`config.mk`:
```
export PLATFORM = sky130hd
export DESIGN_NAME = cesu8_surrogate_to_utf8_unit
export DESIGN_NICKNAME = d
export VERILOG_FILES = /design/src/cesu8s2u_pkg.sv /design/src/cesu8_surrogate_to_utf8_unit.sv /design/src/cesu8s2u_front.sv /design/src/cesu8s2u_queue.sv /design/src/cesu8s2u_back.sv
export SDC_FILE = /design/constraint.sdc
export NUM_CORES = 1
export LEC_CHECK = 0
export ABC_AREA = 1
export BUFFER_PORTS_ARGS = -buffer_cell sky130_fd_sc_hd__buf_2
export CAP_MARGIN = 30
export CORE_ASPECT_RATIO = 1.25
export CORE_MARGIN = 1.5
export CORE_UTILIZATION = 55
export DETAILED_ROUTE_END_ITERATION = 16
export HOLD_SLACK_MARGIN = 0.12
export PLACE_DENSITY = 0.71
export REMOVE_ABC_BUFFERS = 1
export SETUP_SLACK_MARGIN = 0.02
export SLEW_MARGIN = 20
export SYNTH_ARGS = -nofsm -noshare
export SYNTH_HDL_FRONTEND = slang
export SYNTH_SLANG_ARGS = --single-unit
```
`constraint.sdc`:
```
create_clock -name clock -period 8.85 [get_ports clock]
set_input_delay 1.77 -clock clock [delete_from_list [all_inputs] [get_ports clock]]
set_output_delay 1.77 -clock clock [all_outputs]
set_load 0.05 [all_outputs]
```
`src/cesu8s2u_pkg.sv`:
```
// Shared types, constants and byte-class helpers for the CESU-8 surrogate
// pair to UTF-8 converter. No dependencies.
package cesu8s2u_pkg;

   localparam int PAIR_LEN   = 6;
   localparam int HELD_DEPTH = 5;
   localparam int CNT_W      = 3;

   localparam logic [7:0] LEAD_BYTE  = 8'hED;
   localparam logic [7:0] HI_MIN     = 8'hA0;
   localparam logic [7:0] HI_MAX     = 8'hAF;
   localparam logic [7:0] LO_MIN     = 8'hB0;
   localparam logic [7:0] LO_MAX     = 8'hBF;
   localparam logic [7:0] CONT_MIN   = 8'h80;
   localparam logic [7:0] CONT_MAX   = 8'hBF;
   localparam logic [7:0] UTF8_LEAD4 = 8'hF0;
   localparam logic [7:0] UTF8_CONT  = 8'h80;
   localparam logic [20:0] SUPP_BASE = 21'h10000;

   // What happens to the held bytes plus the new byte
   typedef enum logic [1:0] {
      SCAN_KEEP_ALL,     // still a valid beginning of a pair
      SCAN_RESTART_MID,  // second lead byte of the held run starts a new pair
      SCAN_RESTART_NEW,  // new byte alone starts a new pair
      SCAN_DROP_ALL      // nothing can start a pair
   } scan_kind_type;

   // One queue word: the bytes released by a single input byte
   typedef struct packed {
      logic [PAIR_LEN-1:0][7:0] data;
      logic [CNT_W-1:0]         count;
      logic                     last;
      logic                     status;
   } entry_type;

   // Does byte b fit the pair pattern at position pos?
   function automatic logic fits(input logic [CNT_W-1:0] pos, input logic [7:0] b);
      logic ok;
      case (pos)
         3'd0, 3'd3: ok = (b == LEAD_BYTE);
         3'd1:       ok = b inside {[HI_MIN:HI_MAX]};
         3'd4:       ok = b inside {[LO_MIN:LO_MAX]};
         3'd2, 3'd5: ok = b inside {[CONT_MIN:CONT_MAX]};
         default:    ok = 1'b0;
      endcase
      return ok;
   endfunction

endpackage

```
`src/cesu8_surrogate_to_utf8_unit.sv`:
```
// Top level of the CESU-8 surrogate pair to UTF-8 converter.
// Depends on cesu8s2u_pkg, cesu8s2u_front, cesu8s2u_queue, cesu8s2u_back.
//
//   channel | ports                                   | moves
//   --------+-----------------------------------------+---------------------------
//   req     | req_valid/ready, text_byte, end_of_text | one CESU-8 text byte a word
//   rsp     | rsp_valid/ready, out_byte, out_last,    | one UTF-8 byte a word
//           | conv_status                             |
//
// Cycles: one text byte accepted per cycle while the queue has room; one output
// byte leaves per cycle while rsp is ready. A byte that releases n bytes (up to six
// on a broken match or end of text) holds the output register for all n of them;
// the word queue (QUEUE_DEPTH words) absorbs these bursts. A released byte is written
// into the queue, then loaded into the output register, before it shows on rsp.
// Reset clears the match state, queue pointers and output valid; no sweep.
// req_ready drops only while the queue is full; rsp stalls hold the output
// register and back up into the queue.
module cesu8_surrogate_to_utf8_unit #(
   parameter int QUEUE_DEPTH = 4
) (
   input  logic       clock,
   input  logic       reset,
   input  logic       req_valid,
   output logic       req_ready,
   input  logic [7:0] req_text_byte,
   input  logic       req_end_of_text,
   output logic       rsp_valid,
   input  logic       rsp_ready,
   output logic [7:0] rsp_out_byte,
   output logic       rsp_out_last,
   output logic       rsp_conv_status
);

   logic                    accept;
   logic                    push, pop, empty, full;
   cesu8s2u_pkg::entry_type push_entry, head;

   // Take a byte whenever there is room for the word it may produce
   assign req_ready = !full;
   assign accept    = req_valid && req_ready;

   // Classify: extend, restart or drop the partial match, or convert a pair
   cesu8s2u_front u_front (
      .clock       (clock),
      .reset       (reset),
      .accept      (accept),
      .text_byte   (req_text_byte),
      .end_of_text (req_end_of_text),
      .push        (push),
      .push_entry  (push_entry)
   );

   // Decouple the two sides so output stalls do not stop the scan at once
   cesu8s2u_queue #(
      .DEPTH (QUEUE_DEPTH)
   ) u_queue (
      .clock      (clock),
      .reset      (reset),
      .push       (push),
      .push_entry (push_entry),
      .pop        (pop),
      .head       (head),
      .empty      (empty),
      .full       (full)
   );

   // Serialize each word into output bytes
   cesu8s2u_back u_back (
      .clock           (clock),
      .reset           (reset),
      .head            (head),
      .empty           (empty),
      .pop             (pop),
      .rsp_valid       (rsp_valid),
      .rsp_ready       (rsp_ready),
      .rsp_out_byte    (rsp_out_byte),
      .rsp_out_last    (rsp_out_last),
      .rsp_conv_status (rsp_conv_status)
   );

endmodule

```
`src/cesu8s2u_front.sv`:
```
// Front end: accepts text bytes, tracks the partial surrogate match and
// builds at most one queue word per byte. Depends on cesu8s2u_pkg.
module cesu8s2u_front (
   input  logic                   clock,
   input  logic                   reset,
   input  logic                   accept,
   input  logic [7:0]             text_byte,
   input  logic                   end_of_text,
   output logic                   push,
   output cesu8s2u_pkg::entry_type push_entry
);

   logic [7:0]                      held_ff [cesu8s2u_pkg::HELD_DEPTH];
   logic [7:0]                      held_in [cesu8s2u_pkg::HELD_DEPTH];
   logic [cesu8s2u_pkg::CNT_W-1:0]  held_count_ff, held_count_in;
   logic                            pair_seen_ff, pair_seen_in;

   logic [cesu8s2u_pkg::PAIR_LEN-1:0][7:0] cand;
   logic [cesu8s2u_pkg::CNT_W-1:0]  cand_len, rel_count;
   logic                            fit, pair;
   cesu8s2u_pkg::scan_kind_type     kind;
   logic [9:0]                      hi_bits, lo_bits;
   logic [20:0]                     code_point;

   always_comb begin
      for (int i = 0; i < cesu8s2u_pkg::HELD_DEPTH; i++) begin
         cand[i] = (cesu8s2u_pkg::CNT_W'(i) < held_count_ff) ? held_ff[i] : text_byte;
      end
      cand[cesu8s2u_pkg::PAIR_LEN-1] = text_byte;
      cand_len = held_count_ff + 3'd1;

      fit  = cesu8s2u_pkg::fits(held_count_ff, text_byte);
      pair = fit && (held_count_ff == cesu8s2u_pkg::CNT_W'(cesu8s2u_pkg::HELD_DEPTH));

      // Held run is always a valid prefix; only its lead bytes can restart
      if (fit) begin
         kind      = cesu8s2u_pkg::SCAN_KEEP_ALL;
         rel_count = '0;
      end else if (held_count_ff == 3'd4 &&
                   text_byte inside {[cesu8s2u_pkg::HI_MIN:cesu8s2u_pkg::HI_MAX]}) begin
         kind      = cesu8s2u_pkg::SCAN_RESTART_MID;
         rel_count = 3'd3;
      end else if (text_byte == cesu8s2u_pkg::LEAD_BYTE) begin
         kind      = cesu8s2u_pkg::SCAN_RESTART_NEW;
         rel_count = held_count_ff;
      end else begin
         kind      = cesu8s2u_pkg::SCAN_DROP_ALL;
         rel_count = cand_len;
      end

      hi_bits    = {held_ff[1][3:0], held_ff[2][5:0]};
      lo_bits    = {held_ff[4][3:0], text_byte[5:0]};
      code_point = cesu8s2u_pkg::SUPP_BASE + {1'b0, hi_bits, lo_bits};

      push_entry.last   = end_of_text;
      push_entry.status = ~(pair_seen_ff | pair);
      if (pair) begin
         push_entry.data  = '0;
         push_entry.data[0] = cesu8s2u_pkg::UTF8_LEAD4 | {5'd0, code_point[20:18]};
         push_entry.data[1] = cesu8s2u_pkg::UTF8_CONT  | {2'd0, code_point[17:12]};
         push_entry.data[2] = cesu8s2u_pkg::UTF8_CONT  | {2'd0, code_point[11:6]};
         push_entry.data[3] = cesu8s2u_pkg::UTF8_CONT  | {2'd0, code_point[5:0]};
         push_entry.count   = 3'd4;
      end else begin
         push_entry.data  = cand;
         push_entry.count = end_of_text ? cand_len : rel_count;
      end
      push = accept && (push_entry.count != '0);

      // Advance the held run
      held_in = held_ff;
      case (kind)
         cesu8s2u_pkg::SCAN_KEEP_ALL: begin
            for (int i = 0; i < cesu8s2u_pkg::HELD_DEPTH; i++) begin
               if (cesu8s2u_pkg::CNT_W'(i) == held_count_ff) held_in[i] = text_byte;
            end
         end
         cesu8s2u_pkg::SCAN_RESTART_MID: begin
            held_in[0] = held_ff[3];
            held_in[1] = text_byte;
         end
         cesu8s2u_pkg::SCAN_RESTART_NEW: held_in[0] = text_byte;
         default: ;
      endcase

      if (pair || end_of_text) begin
         held_count_in = '0;
      end else begin
         held_count_in = cand_len - rel_count;
      end
      pair_seen_in = end_of_text ? 1'b0 : (pair_seen_ff | pair);
   end

   always_ff @(posedge clock) begin
      if (accept) begin
         held_ff <= held_in;
      end
   end

   always_ff @(posedge clock) begin
      if (reset) begin
         held_count_ff <= '0;
         pair_seen_ff  <= 1'b0;
      end else if (accept) begin
         held_count_ff <= held_count_in;
         pair_seen_ff  <= pair_seen_in;
      end
   end

endmodule

```
`src/cesu8s2u_queue.sv`:
```
// Short word queue between the front end and the byte serializer.
// Depends on cesu8s2u_pkg.
module cesu8s2u_queue #(
   parameter int DEPTH = 4
) (
   input  logic                    clock,
   input  logic                    reset,
   input  logic                    push,
   input  cesu8s2u_pkg::entry_type push_entry,
   input  logic                    pop,
   output cesu8s2u_pkg::entry_type head,
   output logic                    empty,
   output logic                    full
);

   localparam int PTR_W = (DEPTH > 1) ? $clog2(DEPTH) : 1;
   localparam int CNT_W = $clog2(DEPTH + 1);

   cesu8s2u_pkg::entry_type store_ff [DEPTH];
   logic [PTR_W-1:0] wr_ptr_ff, wr_ptr_in, rd_ptr_ff, rd_ptr_in;
   logic [CNT_W-1:0] fill_ff, fill_in;

   always_comb begin
      wr_ptr_in = wr_ptr_ff;
      rd_ptr_in = rd_ptr_ff;
      fill_in   = fill_ff;
      if (push) begin
         wr_ptr_in = (wr_ptr_ff == PTR_W'(DEPTH - 1)) ? '0 : wr_ptr_ff + 1'b1;
      end
      if (pop) begin
         rd_ptr_in = (rd_ptr_ff == PTR_W'(DEPTH - 1)) ? '0 : rd_ptr_ff + 1'b1;
      end
      if (push && !pop) fill_in = fill_ff + 1'b1;
      else if (pop && !push) fill_in = fill_ff - 1'b1;
   end

   assign head  = store_ff[rd_ptr_ff];
   assign empty = (fill_ff == '0);
   assign full  = (fill_ff == CNT_W'(DEPTH));

   always_ff @(posedge clock) begin
      if (push) begin
         store_ff[wr_ptr_ff] <= push_entry;
      end
   end

   always_ff @(posedge clock) begin
      if (reset) begin
         wr_ptr_ff <= '0;
         rd_ptr_ff <= '0;
         fill_ff   <= '0;
      end else begin
         wr_ptr_ff <= wr_ptr_in;
         rd_ptr_ff <= rd_ptr_in;
         fill_ff   <= fill_in;
      end
   end

endmodule

```
`src/cesu8s2u_back.sv`:
```
// Back end: walks the queue head one byte per cycle, while rsp is not stalled,
// into the output register. Depends on cesu8s2u_pkg.
module cesu8s2u_back (
   input  logic                    clock,
   input  logic                    reset,
   input  cesu8s2u_pkg::entry_type head,
   input  logic                    empty,
   output logic                    pop,
   output logic                    rsp_valid,
   input  logic                    rsp_ready,
   output logic [7:0]              rsp_out_byte,
   output logic                    rsp_out_last,
   output logic                    rsp_conv_status
);

   logic [cesu8s2u_pkg::CNT_W-1:0] idx_ff, idx_in;
   logic                           valid_ff, valid_in;
   logic [7:0]                     byte_ff, byte_in;
   logic                           last_ff, last_in;
   logic                           status_ff, status_in;
   logic                           load, at_end;

   always_comb begin
      load      = !empty && (!valid_ff || rsp_ready);
      at_end    = (idx_ff == head.count - 3'd1);
      pop       = load && at_end;
      idx_in    = idx_ff;
      if (load) idx_in = at_end ? '0 : idx_ff + 3'd1;
      valid_in  = load || (valid_ff && !rsp_ready);
      byte_in   = head.data[idx_ff];
      last_in   = head.last && at_end;
      status_in = head.last && at_end && head.status;
   end

   always_ff @(posedge clock) begin
      if (load) begin
         byte_ff   <= byte_in;
         last_ff   <= last_in;
         status_ff <= status_in;
      end
   end

   always_ff @(posedge clock) begin
      if (reset) begin
         valid_ff <= 1'b0;
         idx_ff   <= '0;
      end else begin
         valid_ff <= valid_in;
         idx_ff   <= idx_in;
      end
   end

   assign rsp_valid       = valid_ff;
   assign rsp_out_byte    = byte_ff;
   assign rsp_out_last    = last_ff;
   assign rsp_conv_status = status_ff;

endmodule

```
== Word level (Yosys, flattened, before mapping) ==
Memory sizes are Yosys's and may differ from the RTL's. A register that Yosys moved wholly into a read port is not among the register bits.
Cells that the tools add are included.

* Memories kept: 1
* Register bits after elaboration: 65
* Bits in writable memories: 212
* Input port bits: 13

* Bitwise gates (word level): 2
* Eq/ne operators: 18
* Reduce and logical (&&, ||, !) cells: 37
* Mux-type cells: 31
* $add $sub $neg: 9
* Magnitude comparators: 11

{| class="wikitable"
|+ Memory list
! memory !! depth !! width !! read ports !! clocked after memory_dff !! wr ports !! RTL line !! source
|-
| u_queue.store_ff || 4 || 53 || 1 || 1 || 1 || cesu8s2u_queue.sv:19 || <nowiki>cesu8s2u_pkg::entry_type store_ff [DEPTH];</nowiki>
|}

{| class="wikitable"
|+ Operators by type and width
! cell !! number
|-
| $mux W8 || 8
|-
| $mux W51 || 1
|-
| $bmux W8 S3 || 1
|-
| $ge A8 B8 Y1 const B || 3
|-
| $mux W3 || 8
|-
| $pmux W8 S3 || 1
|-
| $add A17 B20 Y21 const A || 1
|-
| $le A8 B8 Y1 const B || 2
|-
| $pmux W8 S2 || 1
|-
| $reduce_and A3 Y1 || 5
|-
| $logic_and A1 B1 Y1 || 14
|-
| $mux W2 || 6
|-
| $add A3 B1 Y3 const B || 3
|-
| $eq A3 B3 Y1 const B || 3
|-
| $eq A8 B8 Y1 const B || 1
|-
| $eq A2 B2 Y1 const B || 3
|-
| $eq A2 B3 Y1 const A || 2
|-
| $eq A3 B2 Y1 const B || 2
|-
| $logic_not A1 Y1 || 6
|-
| $logic_not A3 Y1 || 2
|-
| $lt A1 B3 Y1 const A || 2
|-
| $lt A2 B3 Y1 const A || 2
|-
| $reduce_bool A3 Y1 || 2
|-
| $sub A3 B1 Y3 const B || 2
|-
| other kinds (18) || 27
|}

== Depth between registers and ports, before layout ==
Gate-level depths: netlist (run 1).

* Word-level depth: 13
* Gate-level depth with buffers: 22
* Mapped depth without buffers: 22

== Hierarchy ==
Synthesis (run 1) repeated with hierarchy kept, for this count alone.

* Cell total of the unflattened synthesis: 1071
* Area, all modules: 12479.5 sq um

{| class="wikitable"
|+ By module, submodules not included
! module !! cells an instance !! area an instance (sq um) !! times used
|-
| cesu8s2u_queue || 572 || 8493.1 || 1
|-
| cesu8s2u_front || 352 || 2906.5 || 1
|-
| cesu8s2u_back || 144 || 1066.0 || 1
|-
| cesu8_surrogate_to_utf8_unit || 3 || 13.8 || 1
|}

== Least setup slack after synthesis (run 1) ==
Ideal clock, no wire load.

* Kind: input to register
* Start: input req_text_byte[2]
* End: memory u_queue.store_ff[0][0] (netlist name), enable pin
* Stages: 13
* Setup slack: 3.290 ns
* Arrival: 5.096 ns
* Required time: 8.386 ns
* Library setup time: 0.464 ns
* Cells stage by stage: buf_2 nand2_1 nor3_4 nand2_2 nand2_1 o21ai_1 nor2_2 nand2_4 nor2_2 nor2_4 nand3_4 nand2_2 nor2_1

* Word-level cells in the longest chain between the ends: 11
* Elaborated cells on any way between the ends: 21

{| class="wikitable"
|+ Ends and longest elaborated chain
! what !! RTL line !! source
|-
| start, declared || cesu8_surrogate_to_utf8_unit.sv:25 || <nowiki>input logic [7:0] req_text_byte,</nowiki>
|-
| parallel branches: the longest is 6 deep, another holds $ge A8 B8 Y1 || - ||
|-
| $mux W51 * || cesu8s2u_front.sv:57 || <nowiki>if (pair) begin</nowiki>
|-
| $reduce_bool A3 Y1 * || cesu8s2u_front.sv:68 || <nowiki>push = accept && (push_entry.count != '0);</nowiki>
|-
| $logic_and A1 B1 Y1 * || cesu8s2u_front.sv:68 ||
|-
| $mux W1 * || cesu8s2u_queue.sv:42 || <nowiki>if (push) begin</nowiki>
|-
| $mux W1 (not written as such) * || cesu8s2u_queue.sv:43 || <nowiki>store_ff[wr_ptr_ff] <= push_entry;</nowiki>
|-
| end, declared || cesu8s2u_queue.sv:19 ||
|}

Mark *: on every way between the ends.

== Worst setup path after layout (run 1) ==
* Start: input req_text_byte[3]
* End: register u_queue.fill_ff[2]

* Word-level cells in the longest chain between the ends: 12
* Elaborated cells on any way between the ends: 24

{| class="wikitable"
|+ Ends and longest elaborated chain
! what !! RTL line !! source
|-
| parallel branches: the longest is 6 deep, another holds $ge A8 B8 Y1 || - ||
|-
| $mux W51 * || cesu8s2u_front.sv:57 ||
|-
| $reduce_bool A3 Y1 * || cesu8s2u_front.sv:68 ||
|-
| $logic_and A1 B1 Y1 * || cesu8s2u_front.sv:68 ||
|-
| net push || cesu8_surrogate_to_utf8_unit.sv:35 || <nowiki>logic push, pop, empty, full;</nowiki>
|-
| $logic_not A1 Y1 || cesu8s2u_queue.sv:34 || <nowiki>else if (pop && !push) fill_in = fill_ff - 1'b1;</nowiki>
|-
| $logic_and A1 B1 Y1 || cesu8s2u_queue.sv:34 ||
|-
| $reduce_bool A2 Y1 (no source line) || - ||
|-
| end signal, assigned || cesu8s2u_queue.sv:55 || <nowiki>fill_ff <= fill_in;</nowiki>
|-
| end, declared || cesu8s2u_queue.sv:21 || <nowiki>logic [CNT_W-1:0] fill_ff, fill_in;</nowiki>
|}

Mark *: on every way through the listed nets, which the timed path passes.
A chain may end at the register's enable or synchronous reset.

==> results by group, run 1 <==
Worst setup path
  – Crit-path cells: buf_2 -> nand2_1 -> nor3_4 -> nand3_1 -> nand3_2 -> nand3_4 -> nand2_1 -> nor2_4 -> nand3_4 -> nand2_2 -> inv_1 -> ha_1 -> inv_1 -> fa_1 -> a21oi_1 -> o21ai_0 -> o21ai_0 -> a21oi_1
  – Crit. End Element: register
  – Critical-path top delay cell: nand3_4
  – Reg2reg setup slack: 4800 ps
  – CP delay by family, top: simple AND/OR/NAND/NOR gates
  – WS Path Type: input port to register
  – CP peak stage delay: 490 ps
  – Worst EP arrival: 4790 ps
  – Critical path peak fanout: 61
  – R2r startpoint: u_front.held_count_ff[2]
  – Worst Path Required: 9260 ps
  – Buf/Inv on CP: 3
  – Worst Setup SP: req_text_byte[3]
  – Worst setup SP type: input port

Die
  – Initial Utilization: 55.9%
  – Die height: 168 um
  – FP Rows: 60
  – Core Box Area: 21400 um2
  – Io pins: 25
  – Die W: 135 um
  – Die area: 22600 um2

Layout
  – Share of layout cells above drive strength 1: 10.8%
  – Final core occ: 62.3%
  – Total Nets Final: 1066
  – Area grow syn2layout: 11.6%

Clock network
  – Clock Latency Late Sink: 520 ps
  – # Post-CTS Setup Buffers: 0
  – TritonCTS clock tree: built
  – CTS Buf Count: 27
  – CTS root buffer: clkbuf_16
  – Bufs on Longest Clock Path: 3
  – Worst-path clk slew: 60 ps
  – H-tree depth: 1
  – Clock sink total: 279
  – # hold bufs at CTS: 0
  – Post-CTS sizing: 0

Placed design
  – Post-DP HPWL: 15400 um
  – Pre-CTS WS: 3900 ps
  – Routability congestion estimate: 0.871
  – Port Buffers: 24

Route
  – Via density: 5.91
  – Iteration-0 DRC Markers: 748
  – Final ANT Viol Nets: 0
  – DR vias: 7895
  – # DRC: 0
  – Post-DR wirelength/cell: 20.2 um
  – Total Wirelength: 27000 um
  – Drt pass-1 iters: 8

Synthesis
  – Number of synthesized flops with an enable pin: 262
  – Synth Area in Adders: 1.80%
  – Mapped cell area: 12000 um2
  – Synthesized instance count: 1023
  – YS warnings: 0
  – Leading cell types by total area after synthesis: edfxtp_1, o21ai_0, nor2_1
  – Largest family of logic cells by synthesized area: compound AO/OA/AOI/OAI gates
  – Seq/Total Area, Yosys: 68.7%
  – Library cells used by synthesis: 39
  – Synth top area share: 65.8%
  – Area share of and/or/nand/nor cells after synthesis: 11.8%
  – Synth Area in XOR/XNOR: 0.659%
  – Post-synthesis mux area share: 0%
  – Compound-Gate Fraction of Synth Area: 12.8%
  – Async SR Flop Fraction: 0%
  – Register bit total from synthesis: 279
  – Synthesized area per cell: 11.7 um2
  – Top FF cell, synth: edfxtp_1
  – Cell taking the most area after synthesis: edfxtp_1

STA
  – RSZ-0062 raised after global routing: false
  – Final setup margin: 4470 ps
  – # setup viols final: 0
  – Setup Skew: 8.47 ps
  – Fin crit share: 49.5%
  – Final setup TNS: 0 ps
  – Measured slew at the worst slew-check pin: 921 ps
  – Final hold vios: 0
  – Fin. max-slew vios: 0
  – Fin crit period: 4380 ps
  – Slew headroom: 38.3%
  – Fmax: 0.228 GHz

GRT
  – Global-route wire length before repair: 42500 um
  – Largest net degree at the start of global routing: 101
  – Initial antenna violation count: 1
  – Gr ovfl total: 0
  – Gr usage total: 24.4%
  – Vias in the first global route: 7787

Power
  – Overall Power: 3.57 mW
  – Static leakage: 4.80 nW
  – Peak VDD IR: 0.181 mV
  – Power Density: 267 nW/um2

Min path
  – Min-delay src: u_queue.fill_ff[2]
  – Worst hold-check path type: register to register

Job
  – Number of max-cap violations: 0

Status
  – Status: finished, final reports clean
[final cells by class]
type | instances | area [um2]
diodes | 1 | 2.50
flip-flops and latches | 279 | 8210
clock inverters | 22 | 280
multi-input cells | 613 | 3260
clock buffers | 27 | 676
fillers | 1642 | 8060
repair buffers | 39 | 273
well taps | 279 | 349
inverters | 77 | 289
[kinds of logic after synthesis]
logic type / Yosys count
buffers and inverters: 131
AOI/OAI and AO/OA: 254
xor gates and xnor gates: 9
DFF: 279
and+or+nand+nor: 334
adders and majority gates: 16
[layer usage]
layer / global-route usage (%) / part of all wire, %
met5: 0 / 0
met1: 33.6 / 41
met4: 7.67 / 2.9
met2: 40.8 / 49
met3: 3.28 / 7.0
[path summary, 6_finish.rpt]
| check | to | depth (start not counted) |
|---|---|---|
| min | u_queue.fill_ff[2] | 2 |
| max | u_queue.fill_ff[2] | 18 |
| max reg2reg | u_queue.fill_ff[2] | 18 |
| min reg2reg | u_queue.fill_ff[2] | 2 |
[registers in the layout, indices dropped and copies added, names as in the netlist, 2 cells and up, named ones only]
| name | cells |
|---|---|
| u_back.idx_ff | 3 |
| u_front.held_ff | 40 |
| u_back.rsp_out_byte | 8 |
| u_front.held_count_ff | 3 |
| u_queue.wr_ptr_ff | 2 |
| u_queue.rd_ptr_ff | 2 |
| u_queue.store_ff | 212 |
| u_queue.fill_ff | 3 |
[per-stage QoR]
step / cells / hold WS (ps) / instance area [um2]
3_3_place_gp: 1285 / 465 / 12300
5_1_grt: 1337 / 509 / 13300
4_1_cts: 1334 / 489 / 13300
2_1_floorplan: 969 / 453 / 11700
6_report: 1337 / 485 / 13300
3_5_place_dp: 1285 / 480 / 12300
[where the power goes]
| part | internal, mW | total, mW | switching, mW | leakage [nW] |
|---|---|---|---|---|
| clock network | 0.758 | 1.24 | 0.480 | 0.464 |
| registers | 1.61 | 1.65 | 0.0432 | 2.52 |
| logic | 0.175 | 0.678 | 0.503 | 1.81 |
| total | 2.54 | 3.57 | 1.03 | 4.80 |
[worst min-delay path, stage by stage (launching register included)]
cell,delay (ps)
dfxtp_1,320
inv_1,60
a21oi_1,50
[layout by cell type (no fill, tap or decap), drive strengths merged]
master and count:
bufinv 7, a311oi 1, xnor2 3, or2 2
inv 74, edfxtp 262, clkinvlp 2, a32o 1
fa 2, nor3 5, buf 39, clkbuf 27
o32ai 1, a21oi 16, a2111oi 1, ha 14
nand2 154, dfxtp 17, o211ai 27, xor2 6
a31oi 13, nor2 147, o21ai 141, o221ai 29
o22ai 21, a211oi 1, nand3 26, diode 1
clkinv 16, o22a 2
[cell usage after synthesis (2+ instances only)]
cell type,instances
clkinv_1,3
ha_1,14
inv_1,69
nand2_1,143
nand2_4,3
clkbuf_1,33
o211ai_1,27
o221ai_1,29
xor2_1,6
o22ai_1,21
a21oi_2,2
o21ai_0,135
a31oi_1,13
buf_2,20
o22a_1,2
nor3_4,2
nand3_1,23
nor2_1,144
nand2_2,8
fa_1,2
nor2_2,2
edfxtp_1,262
nor3_1,3
inv_2,5
a21oi_1,14
o21ai_1,6
nand3_4,2
dfxtp_1,17
xnor2_1,3
Note: power is estimated with default switching activity, not from simulation.
==> run 2, diff against run 1 <==
==> constraint.sdc (replaced) <==
create_clock -name clock -period 4.1 [get_ports clock]
set_input_delay 0.82 -clock clock [delete_from_list [all_inputs] [get_ports clock]]
set_output_delay 0.82 -clock clock [all_outputs]
set_load 0.05 [all_outputs]
==> run 2 against run 1 <==
Net effect: first-iteration DRC count increased by 11%; sequential power increased by 120%; critical path depth decreased by 4; cell count up 0.30%; die area unchanged; global-route usage is 0.30 points higher; combinational power up 120%; clock-buffer cell count grew 5; hold slack gained 6.3 ps; total power rose by 110%; flip-flop and latch count unchanged; register-to-register slack lost 4100 ps; critical endpoint is now u_queue.fill_ff[1]; largest power group unchanged.
==> results by group, run 2 (synthesis results as in run 1) <==
Clock network
  – Clock sink total: 279
  – CTS Buf Count: 27
  – # hold bufs at CTS: 0
  – Bufs on Longest Clock Path: 3
  – CTS root buffer: clkbuf_16
  – Worst-path clk slew: 60 ps
  – H-tree depth: 1
  – Clock Latency Late Sink: 520 ps
  – TritonCTS clock tree: built
  – # Post-CTS Setup Buffers: 0
  – Post-CTS sizing: 0

Placed design
  – Routability congestion estimate: 0.826
  – Post-DP HPWL: 16300 um
  – Placed instance count: 1292
  – Port Buffers: 24
  – Placed inst area: 12400 um2
  – Pre-CTS WS: 581 ps

Route
  – DR vias: 7930
  – Drt pass-1 iters: 5
  – Via density: 5.91
  – Final ANT Viol Nets: 0
  – # DRC: 0
  – Iteration-0 DRC Markers: 827
  – Total Wirelength: 27500 um
  – Post-DR wirelength/cell: 20.5 um

STA
  – Fin crit period: 3410 ps
  – Fin. max-slew vios: 0
  – Fin crit share: 83.3%
  – Setup Skew: 19.8 ps
  – Worst hold slack: 491 ps
  – Slew headroom: 44.1%
  – RSZ-0062 raised after global routing: false
  – Final setup margin: 686 ps
  – Final hold vios: 0
  – Fmax: 0.293 GHz
  – Final setup TNS: 0 ps
  – Measured slew at the worst slew-check pin: 839 ps
  – # setup viols final: 0

Layout
  – Total Nets Final: 1072
  – Area grow syn2layout: 11.4%
  – Share of layout cells above drive strength 1: 11.0%
  – Final instance area: 13300 um2
  – Most frequent cells in the layout: edfxtp_1, nand2_1, nor2_1
  – # fillers: 1635
  – Ant. Diodes: 0
  – Max reg flops: 212
  – Most common cell after layout, fill and taps aside: edfxtp_1
  – Largest Register: u_queue.store_ff
  – Post-route insts no fill: 1341

Worst setup path
  – Worst EP arrival: 3820 ps
  – CP peak stage delay: 650 ps
  – WS Path Type: register to register
  – Worst R2R Path Depth: 14
  – Critical-path top delay cell: dfxtp_2
  – Critical path peak fanout: 33
  – Worst Path Required: 4500 ps
  – Crit-path cells: inv_2 -> o21ai_0 -> o22a_1 -> ha_1 -> xnor2_1 -> a21oi_1 -> nand2_1 -> nor2_1 -> nand2_2 -> ha_1 -> inv_1 -> fa_1 -> o21ai_0 -> a21oi_1
  – Crit. End Element: register
  – Worst setup SP type: register

GRT
  – Gr ovfl total: 0
  – Global-route wire length before repair: 42900 um
  – Largest net degree at the start of global routing: 75
  – Vias in the first global route: 7798
  – Gr usage total: 24.7%
  – Initial antenna violation count: 0

Die
  – Die area: 22600 um2
  – Io pins: 25
  – Die W: 135 um
  – FP Rows: 60
  – Die height: 168 um
  – Initial Utilization: 55.9%
  – Core Box Area: 21400 um2

Min path
  – Worst hold-check path type: register to register
  – Worst Hold Depth: 2

Power
  – Power Density: 567 nW/um2
  – Static leakage: 4.79 nW
  – Peak VDD IR: 0.398 mV

Status
  – Status: finished, final reports clean

Job
  – Number of max-cap violations: 0
-- run 2: cell count changes in the layout (fill, tap and decap cells not counted), sizes merged --
| cell | previous run | this run |
|---|---|---|
| buf | 39 | 45 |
| bufinv | 7 | 4 |
| clkbuf | 27 | 32 |
| clkinv | 16 | 11 |
| diode | 1 | 0 |
| inv | 74 | 76 |
-- run 2: per-stage QoR --
| stage | util (%) | total power [mW] |
|---|---|---|
| finish | 62.2 | 7.54 |
| CTS | 62.2 | 7.58 |
| global placement | 58.1 | 5.06 |
| global route | 62.2 | 7.85 |
| floorplan | - | 4.59 |
| detailed placement | 58.1 | 5.10 |
-- run 2: area by class of cell --
type | instances | area, um2 | share of cell area (%)
flip-flops and latches | 279 | 8210 | 61.7
multi-input cells | 613 | 3250 | 24.4
clock buffers | 32 | 694 | 5.22
well taps | 279 | 349 | 2.62
repair buffers | 45 | 328 | 2.46
inverters | 77 | 289 | 2.17
clock inverters | 16 | 190 | 1.43
-- run 2: report_power, final --
part           leakage (nW)  switching, mW  internal (mW)
combinational          1.84           1.07          0.383
sequential             2.52          0.119           3.47
clock                 0.428           1.04           1.46
total                  4.79           2.23           5.32
-- run 2: routing by layer --
metal | wire length (um) | up-vias | track usage (%)
met2 | 13600 | 312 | 41.1
met4 | 777 | 0 | 8.32
met5 | 0 | - | 0
met3 | 2040 | 60 | 3.94
li1 | - | 3700 | -
met1 | 11100 | 3858 | 33.5
-- run 2: worst paths after layout --
check	start	to	slack, ps
max	register	u_queue.fill_ff[1]	690
min	u_queue.fill_ff[2]	u_queue.fill_ff[2]	490
max reg2reg	register	u_queue.fill_ff[1]	690
min reg2reg	u_queue.fill_ff[2]	u_queue.fill_ff[2]	490
-- run 2: worst max-delay path: cells and delay by family, from the launching register on --
| family | cells | cell delay, ps |
|---|---|---|
| AOI/OAI and AO/OA | 5 | 830 |
| xor gates and xnor gates | 1 | 130 |
| adders and majority gates | 3 | 870 |
| buffers and inverters | 2 | 470 |
| DFF | 1 | 650 |
| and+or+nand+nor | 3 | 330 |
==> run 3, diff against run 2 <==
--- a/config.mk
+++ b/config.mk
@@ -13,7 +13,7 @@
 export CORE_UTILIZATION = 55
 export DETAILED_ROUTE_END_ITERATION = 16
 export HOLD_SLACK_MARGIN = 0.12
-export PLACE_DENSITY = 0.71
+export PLACE_DENSITY = 0.74
 export REMOVE_ABC_BUFFERS = 1
 export SETUP_SLACK_MARGIN = 0.02
 export SLEW_MARGIN = 20
==> constraint.sdc (replaced) <==
create_clock -name clock -period 2.8 [get_ports clock]
set_input_delay 0.56 -clock clock [delete_from_list [all_inputs] [get_ports clock]]
set_output_delay 0.56 -clock clock [all_outputs]
set_load 0.05 [all_outputs]
==> run 3 against run 2 <==
Net effect: die area stayed put; first-iteration DRC count is 2.7% higher; register-to-register slack worse by 580 ps; non-clock buffer count is 64 higher; hold slack worse by 240 ps; sequential power is 45% higher.
==> results by group, run 3 (synthesis results as in run 1) <==
Layout
  – Post-route insts no fill: 1400
  – Max reg flops: 212
  – Area grow syn2layout: 16.2%
  – Ant. Diodes: 0
  – Total Nets Final: 1134
  – Final instance area: 13900 um2
  – Largest Register: u_queue.store_ff
  – Most common cell after layout, fill and taps aside: edfxtp_1
  – Most frequent cells in the layout: edfxtp_1, nor2_1, nand2_1
  – Share of layout cells above drive strength 1: 18.5%
  – # fillers: 1565

Clock network
  – # hold bufs at CTS: 0
  – H-tree depth: 1
  – TritonCTS clock tree: built
  – Worst-path clk slew: 60 ps
  – Clock sink total: 279
  – CTS Buf Count: 25
  – Clock Latency Late Sink: 520 ps
  – CTS root buffer: clkbuf_16
  – Bufs on Longest Clock Path: 3

STA
  – RSZ-0062 raised after global routing: true
  – Fmax: 0.372 GHz
  – Fin crit share: 96.1%
  – Final hold vios: 0
  – Fin. max-slew vios: 0
  – Setup Skew: 18.4 ps
  – Measured slew at the worst slew-check pin: 792 ps
  – # setup viols final: 0
  – Fin crit period: 2690 ps
  – Slew headroom: 47.2%

Route
  – Final ANT Viol Nets: 0
  – Iteration-0 DRC Markers: 849
  – DR vias: 8222
  – Drt pass-1 iters: 5
  – # DRC: 0
  – Total Wirelength: 27200 um
  – Via density: 5.87
  – Post-DR wirelength/cell: 19.4 um

Min path
  – Worst hold-check path type: input port to register

GRT
  – Busiest layer in global routing: met2
  – Global-route wire length before repair: 41700 um
  – Gr usage total: 23.9%
  – Gr ovfl total: 0
  – GRT met2 Usage: 40.3%
  – GR met3 Demand/Resource: 2.92%
  – Initial antenna violation count: 0
  – Largest net degree at the start of global routing: 77
  – Vias in the first global route: 7721
  – Met1 Usage GRT: 32.7%

Worst setup path
  – Critical-path top delay cell: fa_2
  – Worst setup SP type: register
  – Worst EP arrival: 3100 ps
  – WS Path Type: register to register
  – Crit. End Element: register
  – Critical path peak fanout: 4
  – CP peak stage delay: 440 ps
  – Worst Path Required: 3210 ps
  – Crit-path cells: buf_6 -> buf_6 -> ha_4 -> or2_4 -> nand2_4 -> nand2_2 -> o21ai_2 -> nor2_2 -> nand2_4 -> nor2_4 -> nor2_4 -> nand3_4 -> nand2_2 -> inv_2 -> ha_4 -> inv_4 -> fa_2 -> o21ai_2 -> a21oi_1

Die
  – Die W: 135 um
  – Die height: 168 um
  – Core Box Area: 21400 um2
  – FP Rows: 60
  – Io pins: 25
  – Die area: 22600 um2
  – Initial Utilization: 55.9%

Placed design
  – Placed instance count: 1351
  – Routability congestion estimate: 0.867
  – Port Buffers: 24
  – Placed inst area: 12900 um2
  – Post-DP HPWL: 17200 um

Job
  – Number of max-cap violations: 0

Power
  – Peak VDD IR: 0.862 mV
  – Static leakage: 5.06 nW
  – Power Density: 779 nW/um2

Status
  – Status: finished, final reports clean
==> run 3: metal layers <==
layer / up-vias / wire length (um)
met3: 50 / 1620
met1: 4053 / 11200
met4: 0 / 711
li1: 3822 / -
met2: 297 / 13600
met5: - / 0
==> run 3: worst paths after layout <==
kind	from	to	slack, ps	depth (start not counted)
worst max-delay path	u_front.held_count_ff[1]	u_queue.fill_ff[1]	110	19
worst max register to register	u_front.held_count_ff[1]	u_queue.fill_ff[1]	110	19
worst min register to register	u_queue.fill_ff[2]	u_queue.fill_ff[2]	490	2
worst min-delay path	reset	u_front.held_count_ff[1]	260	2
==> run 3: repair_timing <==
item / CTS / global route
buffers inserted: 0 / 6
endpoints found under the setup margin: 2 / 32
pin swaps: 1 / 26
resized for setup: 4 / 57
==> run 3: critical path: cells and delay by family (launching register included) <==
family / cells / cell delay [ps]
AO/OA/AOI/OAI: 3 / 270
buffers and inverters: 4 / 340
flip-flops: 1 / 340
adder cells (fa/ha/maj): 3 / 740
AND/OR/NAND/NOR: 9 / 880
==> run 3: area by class of cell <==
| cell class | count | area (um2) | share of cell area [%] |
|---|---|---|---|
| clock buffers | 32 | 652 | 4.69 |
| clock inverters | 11 | 108 | 0.775 |
| inverters | 77 | 299 | 2.15 |
| multi-input cells | 613 | 3430 | 24.7 |
| flip-flops and latches | 279 | 8220 | 59.2 |
| well taps | 279 | 349 | 2.51 |
| repair buffers | 109 | 832 | 5.99 |
==> run 3: report_power, final <==
part	internal (mW)	total (mW)	switching, mW
logic	0.691	2.38	1.69
clock network	1.83	3.24	1.41
registers	5.08	5.19	0.117
==> run 3: stage by stage <==
stage	TNS, ps	worst slack (ps)	power (mW)	util [%]	hold slack [ps]
floorplan	-441750	-2860	6.72	-	453
global placement	-96.8	-96.8	7.50	60.1	482
detailed placement	-175	-149	7.57	60.1	473
CTS	0	39.2	10.8	63.7	256
global route	-79.2	-40.8	11.3	64.9	261
finish	0	110	10.8	64.9	256
